===== src/hw/rtl/scwm_pkg.sv =====
`timescale 1ns / 1ps

package scwm_pkg;

	localparam int MAX_CHARS_DEF = 7;
	localparam int NUM_WORDS_DEF = 5;

	localparam int BYTE_W   = 8;
	localparam int WORD_W   = 56;
	localparam int IDX_W    = 3;
	localparam int CFG_IDX_W = 3;
	localparam int USE_W    = 3;
	localparam int TDATA_IN_W  = 8;
	localparam int TDATA_OUT_W = 8;

	// Register indexes on the configuration port
	localparam logic [CFG_IDX_W-1:0] REG_WORD_ZERO    = 3'd0;
	localparam logic [CFG_IDX_W-1:0] REG_WORDS_IN_USE = 3'd5;

	localparam logic [BYTE_W-1:0] CHAR_CR  = 8'd13;
	localparam logic [BYTE_W-1:0] CHAR_LF  = 8'd10;
	localparam logic [BYTE_W-1:0] CHAR_NUL = 8'd0;
	localparam logic [BYTE_W-1:0] CHAR_SP  = 8'd32;

	typedef struct packed {
		logic             hit;
		logic [IDX_W-1:0] index;
	} match_t;

	function automatic logic is_delim(input logic [BYTE_W-1:0] c);
		return (c == CHAR_CR) || (c == CHAR_LF) || (c == CHAR_NUL) || (c == CHAR_SP);
	endfunction

endpackage


===== src/hw/rtl/scwm_token.sv =====
`timescale 1ns / 1ps

module scwm_token #(
	parameter int MAX_CHARS = scwm_pkg::MAX_CHARS_DEF,
	parameter int LEN_W     = $clog2(MAX_CHARS + 1)
) (
	input  logic                                 clk,
	input  logic                                 arst_n,
	input  logic                                 byte_valid,
	input  logic [scwm_pkg::BYTE_W-1:0]          rx_byte,
	output logic [MAX_CHARS*scwm_pkg::BYTE_W-1:0] token_chars,
	output logic [LEN_W-1:0]                     token_len,
	output logic                                 compare
);

	logic [MAX_CHARS*scwm_pkg::BYTE_W-1:0] chars_q;
	logic [LEN_W-1:0]                      len_q;
	logic                                  ovf_q;
	logic                                  delim;

	assign delim       = scwm_pkg::is_delim(rx_byte);
	assign token_chars = chars_q;
	assign token_len   = len_q;
	assign compare     = byte_valid && delim && (len_q != '0);

	always_ff @(posedge clk or negedge arst_n) begin
		if (!arst_n) begin
			chars_q <= '0;
			len_q   <= '0;
			ovf_q   <= 1'b0;
		end else if (byte_valid) begin
			if (delim) begin
				// drop the token whether or not it matched
				chars_q <= '0;
				len_q   <= '0;
				ovf_q   <= 1'b0;
			end else if (!ovf_q) begin
				if (len_q == LEN_W'(MAX_CHARS)) begin
					chars_q <= '0;
					len_q   <= '0;
					ovf_q   <= 1'b1;
				end else begin
					for (int i = 0; i < MAX_CHARS; i++) begin
						if (len_q == LEN_W'(i)) begin
							chars_q[i*scwm_pkg::BYTE_W +: scwm_pkg::BYTE_W] <= rx_byte;
						end
					end
					len_q <= len_q + LEN_W'(1);
				end
			end
		end
	end

endmodule


===== src/hw/rtl/scwm_match.sv =====
`timescale 1ns / 1ps

module scwm_match #(
	parameter int MAX_CHARS = scwm_pkg::MAX_CHARS_DEF,
	parameter int NUM_WORDS = scwm_pkg::NUM_WORDS_DEF,
	parameter int LEN_W     = $clog2(MAX_CHARS + 1)
) (
	input  logic [MAX_CHARS*scwm_pkg::BYTE_W-1:0]       token_chars,
	input  logic [LEN_W-1:0]                            token_len,
	input  logic [NUM_WORDS-1:0][scwm_pkg::WORD_W-1:0]  words,
	input  logic [scwm_pkg::USE_W-1:0]                  words_in_use,
	output scwm_pkg::match_t                            result
);

	logic [63:0]          tok64;
	logic [NUM_WORDS-1:0] word_hit;

	assign tok64 = 64'(token_chars);

	// Token bytes past the length are zero, so byte len checks the word terminator.
	// Byte 7 of a word is always zero: an eight-character token never matches.
	always_comb begin
		logic [63:0] w64;
		logic        ok;
		for (int w = 0; w < NUM_WORDS; w++) begin
			w64 = 64'(words[w]);
			ok  = (scwm_pkg::USE_W'(w) < words_in_use);
			for (int i = 0; i < 8; i++) begin
				if ((i <= int'(token_len)) &&
				    (w64[i*8 +: 8] != tok64[i*8 +: 8])) begin
					ok = 1'b0;
				end
			end
			word_hit[w] = ok;
		end
	end

	always_comb begin
		result.hit   = |word_hit;
		result.index = '0;
		for (int w = NUM_WORDS - 1; w >= 0; w--) begin
			if (word_hit[w]) begin
				result.index = scwm_pkg::IDX_W'(w);
			end
		end
	end

endmodule


===== src/hw/rtl/serial_command_word_matcher_unit.sv =====
`timescale 1ns / 1ps

// Serial command word matcher. Takes one received character per beat on the
// s_ side; non-delimiter characters (anything but CR, LF, NUL, space) build a
// token of up to MAX_CHARS characters, and a longer token is dropped until the
// next delimiter. On a delimiter a non-empty token is compared with the first
// words_in_use command words and the lowest matching index leaves on the m_
// side; no match gives no beat. One beat per cycle is sustained unless the m_
// side holds a result back with m_tready low: a byte sits in the input
// register, where the token update and all word compares run in parallel,
// and the result lands in the output register. Command words
// hold character i in byte i, ending at the first zero byte; write the
// registers only while the block is idle.
module serial_command_word_matcher_unit #(
	parameter int MAX_CHARS = scwm_pkg::MAX_CHARS_DEF,
	parameter int NUM_WORDS = scwm_pkg::NUM_WORDS_DEF
) (
	input  logic                                clk,
	input  logic                                arst_n,
	input  logic                                s_tvalid,
	output logic                                s_tready,
	input  logic [scwm_pkg::TDATA_IN_W-1:0]     s_tdata,  // [7:0] rx_byte
	output logic                                m_tvalid,
	input  logic                                m_tready,
	output logic [scwm_pkg::TDATA_OUT_W-1:0]    m_tdata,  // [2:0] command_index
	input  logic                                cfg_we,
	input  logic [scwm_pkg::CFG_IDX_W-1:0]      cfg_index,
	input  logic [scwm_pkg::WORD_W-1:0]         cfg_data
);

	localparam int LEN_W = $clog2(MAX_CHARS + 1);

	logic [NUM_WORDS-1:0][scwm_pkg::WORD_W-1:0] words_q;
	logic [scwm_pkg::USE_W-1:0]                 use_q;

	logic                          valid_s1;
	logic [scwm_pkg::BYTE_W-1:0]   byte_s1;
	logic                          advance;

	logic [MAX_CHARS*scwm_pkg::BYTE_W-1:0] token_chars;
	logic [LEN_W-1:0]                      token_len;
	logic                                  compare;
	scwm_pkg::match_t                      match;

	logic                          out_valid_q;
	logic [scwm_pkg::IDX_W-1:0]    out_index_q;

	// Configuration registers
	always_ff @(posedge clk or negedge arst_n) begin
		if (!arst_n) begin
			words_q <= '0;
			use_q   <= '0;
		end else if (cfg_we) begin
			for (int w = 0; w < NUM_WORDS; w++) begin
				if (cfg_index == scwm_pkg::REG_WORD_ZERO + scwm_pkg::CFG_IDX_W'(w)) begin
					words_q[w] <= cfg_data;
				end
			end
			if (cfg_index == scwm_pkg::REG_WORDS_IN_USE) begin
				use_q <= cfg_data[scwm_pkg::USE_W-1:0];
			end
		end
	end

	// Input register: advance when the output register is free or being drained
	assign advance  = valid_s1 && (!out_valid_q || m_tready);
	assign s_tready = !valid_s1 || advance;

	always_ff @(posedge clk or negedge arst_n) begin
		if (!arst_n) begin
			valid_s1 <= 1'b0;
		end else if (s_tready) begin
			valid_s1 <= s_tvalid;
		end
	end

	always_ff @(posedge clk) begin
		if (s_tready && s_tvalid) begin
			byte_s1 <= s_tdata[scwm_pkg::BYTE_W-1:0];
		end
	end

	scwm_token #(
		.MAX_CHARS(MAX_CHARS),
		.LEN_W    (LEN_W)
	) u_token (
		.clk        (clk),
		.arst_n     (arst_n),
		.byte_valid (advance),
		.rx_byte    (byte_s1),
		.token_chars(token_chars),
		.token_len  (token_len),
		.compare    (compare)
	);

	scwm_match #(
		.MAX_CHARS(MAX_CHARS),
		.NUM_WORDS(NUM_WORDS),
		.LEN_W    (LEN_W)
	) u_match (
		.token_chars (token_chars),
		.token_len   (token_len),
		.words       (words_q),
		.words_in_use(use_q),
		.result      (match)
	);

	// Output register
	always_ff @(posedge clk or negedge arst_n) begin
		if (!arst_n) begin
			out_valid_q <= 1'b0;
		end else if (advance) begin
			out_valid_q <= compare && match.hit;
		end else if (m_tready) begin
			out_valid_q <= 1'b0;
		end
	end

	always_ff @(posedge clk) begin
		if (advance && compare && match.hit) begin
			out_index_q <= match.index;
		end
	end

	assign m_tvalid = out_valid_q;
	assign m_tdata  = scwm_pkg::TDATA_OUT_W'(out_index_q);

endmodule


===== config.mk =====
export PLATFORM = sky130hd
export DESIGN_NAME = serial_command_word_matcher_unit
export DESIGN_NICKNAME = d
export VERILOG_FILES = /design/src/hw/rtl/scwm_pkg.sv /design/src/hw/rtl/scwm_token.sv /design/src/hw/rtl/scwm_match.sv /design/src/hw/rtl/serial_command_word_matcher_unit.sv
export SDC_FILE = /design/constraint.sdc
export NUM_CORES = 1
export LEC_CHECK = 0
export ABC_AREA = 1
export BUFFER_PORTS_ARGS = -buffer_cell sky130_fd_sc_hd__buf_2
export CORE_ASPECT_RATIO = 0.9
export CORE_MARGIN = 2
export CORE_UTILIZATION = 56
export DETAILED_ROUTE_END_ITERATION = 6
export HOLD_SLACK_MARGIN = 0.15
export PLACE_DENSITY = 0.74
export SLEW_MARGIN = 20
export SYNTH_ARGS = -nofsm -noshare
export SYNTH_HDL_FRONTEND = slang
export SYNTH_SLANG_ARGS = --single-unit

===== constraint.sdc =====
create_clock -name clk -period 3.96 [get_ports clk]
set_clock_uncertainty 0.1 [all_clocks]
set_input_delay 0.396 -clock clk [delete_from_list [all_inputs] [get_ports clk]]
set_output_delay 0.396 -clock clk [all_outputs]
set_load 0.01 [all_outputs]

==> reports/results.tsv <==
stage	metric	value	unit
critical_path	kind of critical path	input pin to flip-flop	
critical_path	CP startpoint kind	input pin	
layout	share of post-route cells with drive strength above 1	7.502	%
flow_run	Max-Cap Viols	0	
timing	final critical delay including setup and external delays	2551	ps
cts	clock tree from TritonCTS	built	
critical_path	endpoint arrival time on the critical path	2880	ps
drt	via count normalized by instance count	5.222	
synthesis	fraction of synthesis flops using an asynchronous set or reset pin	96.91	%
synthesis	number of warning messages in the yosys log	0	
floorplanning	vertical die dimension	171.0	µm
place	final HPWL from detailed placement	26480	µm
grt	All-Layer GR Usage	25.36	%
synthesis	gate count of the mapped netlist	2064	
layout	diode insertion count for antenna repair	0	
drt	post-detailed-route wirelength per cell	15.57	µm
floorplanning	number of I/O pins	82	
drt	number of design rule violations left after detail routing	0	
floorplanning	effective utilization at floorplan	56.57	%
synthesis	total of flip-flops plus latches after synthesis	356	
cts	Clock Path Buffers	3	
cts	Clk pin slew, worst setup/hold paths	60	ps
cts	sink count of the clock tree	356	
cts	root cell of the clock tree	sky130_fd_sc_hd__clkbuf_16	
floorplanning	DIE AREA	32420	µm²
power_and_ir_drop	pwr/cell area	642.6	nW/µm²
floorplanning	row count	61	
place	placer congestion estimate	0.9242	
synthesis	top cell types by occurrence after synthesis	664 x sky130_fd_sc_hd__nand2_1, 345 x sky130_fd_sc_hd__dfrtp_1, 304 x sky130_fd_sc_hd__o21ai_0	
critical_path	Data required, critical path	4280	ps
synthesis	cell type contributing the most total cell area after synthesis	sky130_fd_sc_hd__dfrtp_1	
drt	count of routing violations after the opening detailed-route iteration	909	
critical_path	Most common cell on crit path	sky130_fd_sc_hd__nand2_1	
timing	setup violators final	0	
place	count of input and output buffers	76	
run_status	run status	complete, no violations	
cts	CTS HTree Levels	2	
critical_path	worst-path fanout max	58	
synthesis	main area contributors after synthesis	sky130_fd_sc_hd__dfrtp_1 50%, sky130_fd_sc_hd__nand2_1 14%, sky130_fd_sc_hd__xnor2_1 10%	
grt	wire length of the first global-routing pass	65900	µm
synthesis	Most used DFF post-synth	sky130_fd_sc_hd__dfrtp_1	
synthesis	cell with the most instances after synthesis	sky130_fd_sc_hd__nand2_1	
power_and_ir_drop	Tot Pwr	12.60	mW
cts	Post-CTS Setup Repair Bufs	0	
floorplanning	Die Wd	189.6	µm
worst_hold_path	type of the worst min-delay path	input pin to flip-flop	
synthesis	number of library cell types mapped by synthesis	34	
timing	unrepaired setup endpoints after global routing	no	
drt	antenna-violating nets left	0	
cts	number of resized instances in the post-cts repair step	0	
synthesis	EDFF count, synth	11	
timing	worst slack on hold paths	146.5	ps
synthesis	area share of the largest cell type after synthesis	49.74	%
critical_path	CP max stage cell	sky130_fd_sc_hd__inv_2	
grt	gr ovfl total	0	
timing	final hold viol count	0	
timing	relative slew slack	30.74	%
drt	total via count in the routed design	13340	
timing	final-report max-slew violation count	0	
grt	initial antenna violation count	0	
timing	fmax	392.1	MHz
power_and_ir_drop	cell leakage power	9.440	nW
grt	via count of the first global-routing pass	12890	
floorplanning	standard cell core area	30680	µm²
cts	clk_lat worst skew	510	ps
drt	number of iterations in the first detailed-routing pass	5	
drt	Routed Wire Length	39790	µm
layout	Area growth syn-to-layout	13.00	%
critical_path	cells traversed along the worst timing path	dlygate4sd3_1 > buf_2 > nor2_1 > inv_1 > nand2_1 > inv_2 > nand3_1 > nand2_1 > nand2_1 > o21ai_0	
grt	largest net degree at the start of global routing	113	
cts	total clock buffers created by CTS	37	
synthesis	total standard cell area after synthesis	17360	µm²
timing	period utilisation layout	64.41	%
critical_path	Worst path max stage delay	770	ps
timing	worst slew pin tran	1037	ps
synthesis	sequential element share of the synthesized area	51.64	%
critical_path	critical path capture point type	flip-flop	
power_and_ir_drop	Peak VDD IR	0.0003701	V
timing	sum of negative setup slack	0	ps
layout	Total Nets Final	2201	
synthesis	Avg Cell Area, Syn	8.409	µm²
critical_path	setup slack of the most critical reg-to-reg path	1410	ps
metal layers:
layer	up-vias	global-route usage, %	share of wire, %
met1	6411	35.35	46
li1	6559	-	-
met4	0	7.449	2.5
met3	61	3.979	5.4
met2	312	41.36	46
met5	-	0	0
worst paths after layout:
check,start,end,cells after the start
min in group asynchronous,arst_n,words_q[20]$_DFFE_PN0P_,2
hold / removal,cfg_data[19],words_q[75]$_DFFE_PN0P_,3
setup / recovery,m_tready,u_token.token_chars[25]$_DFFE_PN0P_,10
setup reg to reg,u_token.token_chars[3]$_DFFE_PN0P_,out_index_q[2]$_SDFFCE_PP0P_,14
hold reg to reg,words_q[276]$_DFFE_PN0P_,words_q[276]$_DFFE_PN0P_,2
max in group asynchronous,arst_n,words_q[43]$_DFFE_PN0P_,3
worst max-delay path, delay by kind of cell:
family	cells	cell delay, ps
AOI/OAI and AO/OA	1	100
and+or+nand+nor	5	930
buffers and inverters	4	1450
final cells by class:
class | count | area (µm²)
Timing Repair Buffer | 145 | 1119
Fill cell | 2601 | 11070
Sequential cell | 356 | 8964
Clock buffer | 52 | 1052
Tap cell | 409 | 511.7
Clock inverter | 8 | 61.31
Inverter | 136 | 513.0
Multi-Input combinational cell | 1449 | 7393
where the power goes:
part,switching [mW],internal [mW]
clock network,1.36,1.90
logic,1.97,1.78
registers,1.13,4.47
repair_timing:
| item | in CTS | in global routing |
|---|---|---|
| hold buffers | 64 | 0 |
| endpoints found under the setup margin | 0 | 0 |
| hold endpoints to repair | 335 | 0 |
logic make-up (layout without fill, tap and decap cells):
family          after synthesis  after routing  synth area share (%)
compound gates              329            329                 9.926
other cells                   1              5               0.02161
fa+ha+maj                     4              4                0.2884
buf+inv                     263            341                 6.272
simple gates                878            878                 20.09
xor+xnor                    233            233                 11.76
flops                       356            356                 51.64
metrics by stage:
step	setup WS, ps	cell area, µm²	util, %	std cells
finish	1409	19610	63.93	2555
global route	1121	19610	63.93	2555
CTS	1412	19590	63.84	2555
detailed placement	1427	17830	58.12	2431
global placement	1478	17830	58.12	2431
floorplan	2004	17370	-	2068
flip-flops by register name (all words and copies together), names as in the netlist:
name / flops
m_tvalid: 1
u_token.token_len: 3
valid_s1: 1
out_index_q: 3
use_q: 3
byte_s1: 8
words_q: 280
u_token.token_chars: 56
u_token.ovf_q: 1
placed cells by master (no fill, tap or decap), drive strengths merged, types with 10 or more instances in the layout:
cell type and instances:
nand2 673, dfrtp 345, o21ai 309, xnor2 199, inv 136, nor2 111, buf 81, nand3 66
dlygate4sd3 64, clkbuf 52, xor2 34, edfxtp 11, a21oi 10, nor3 10
Power figures use the tool's default switching activity.
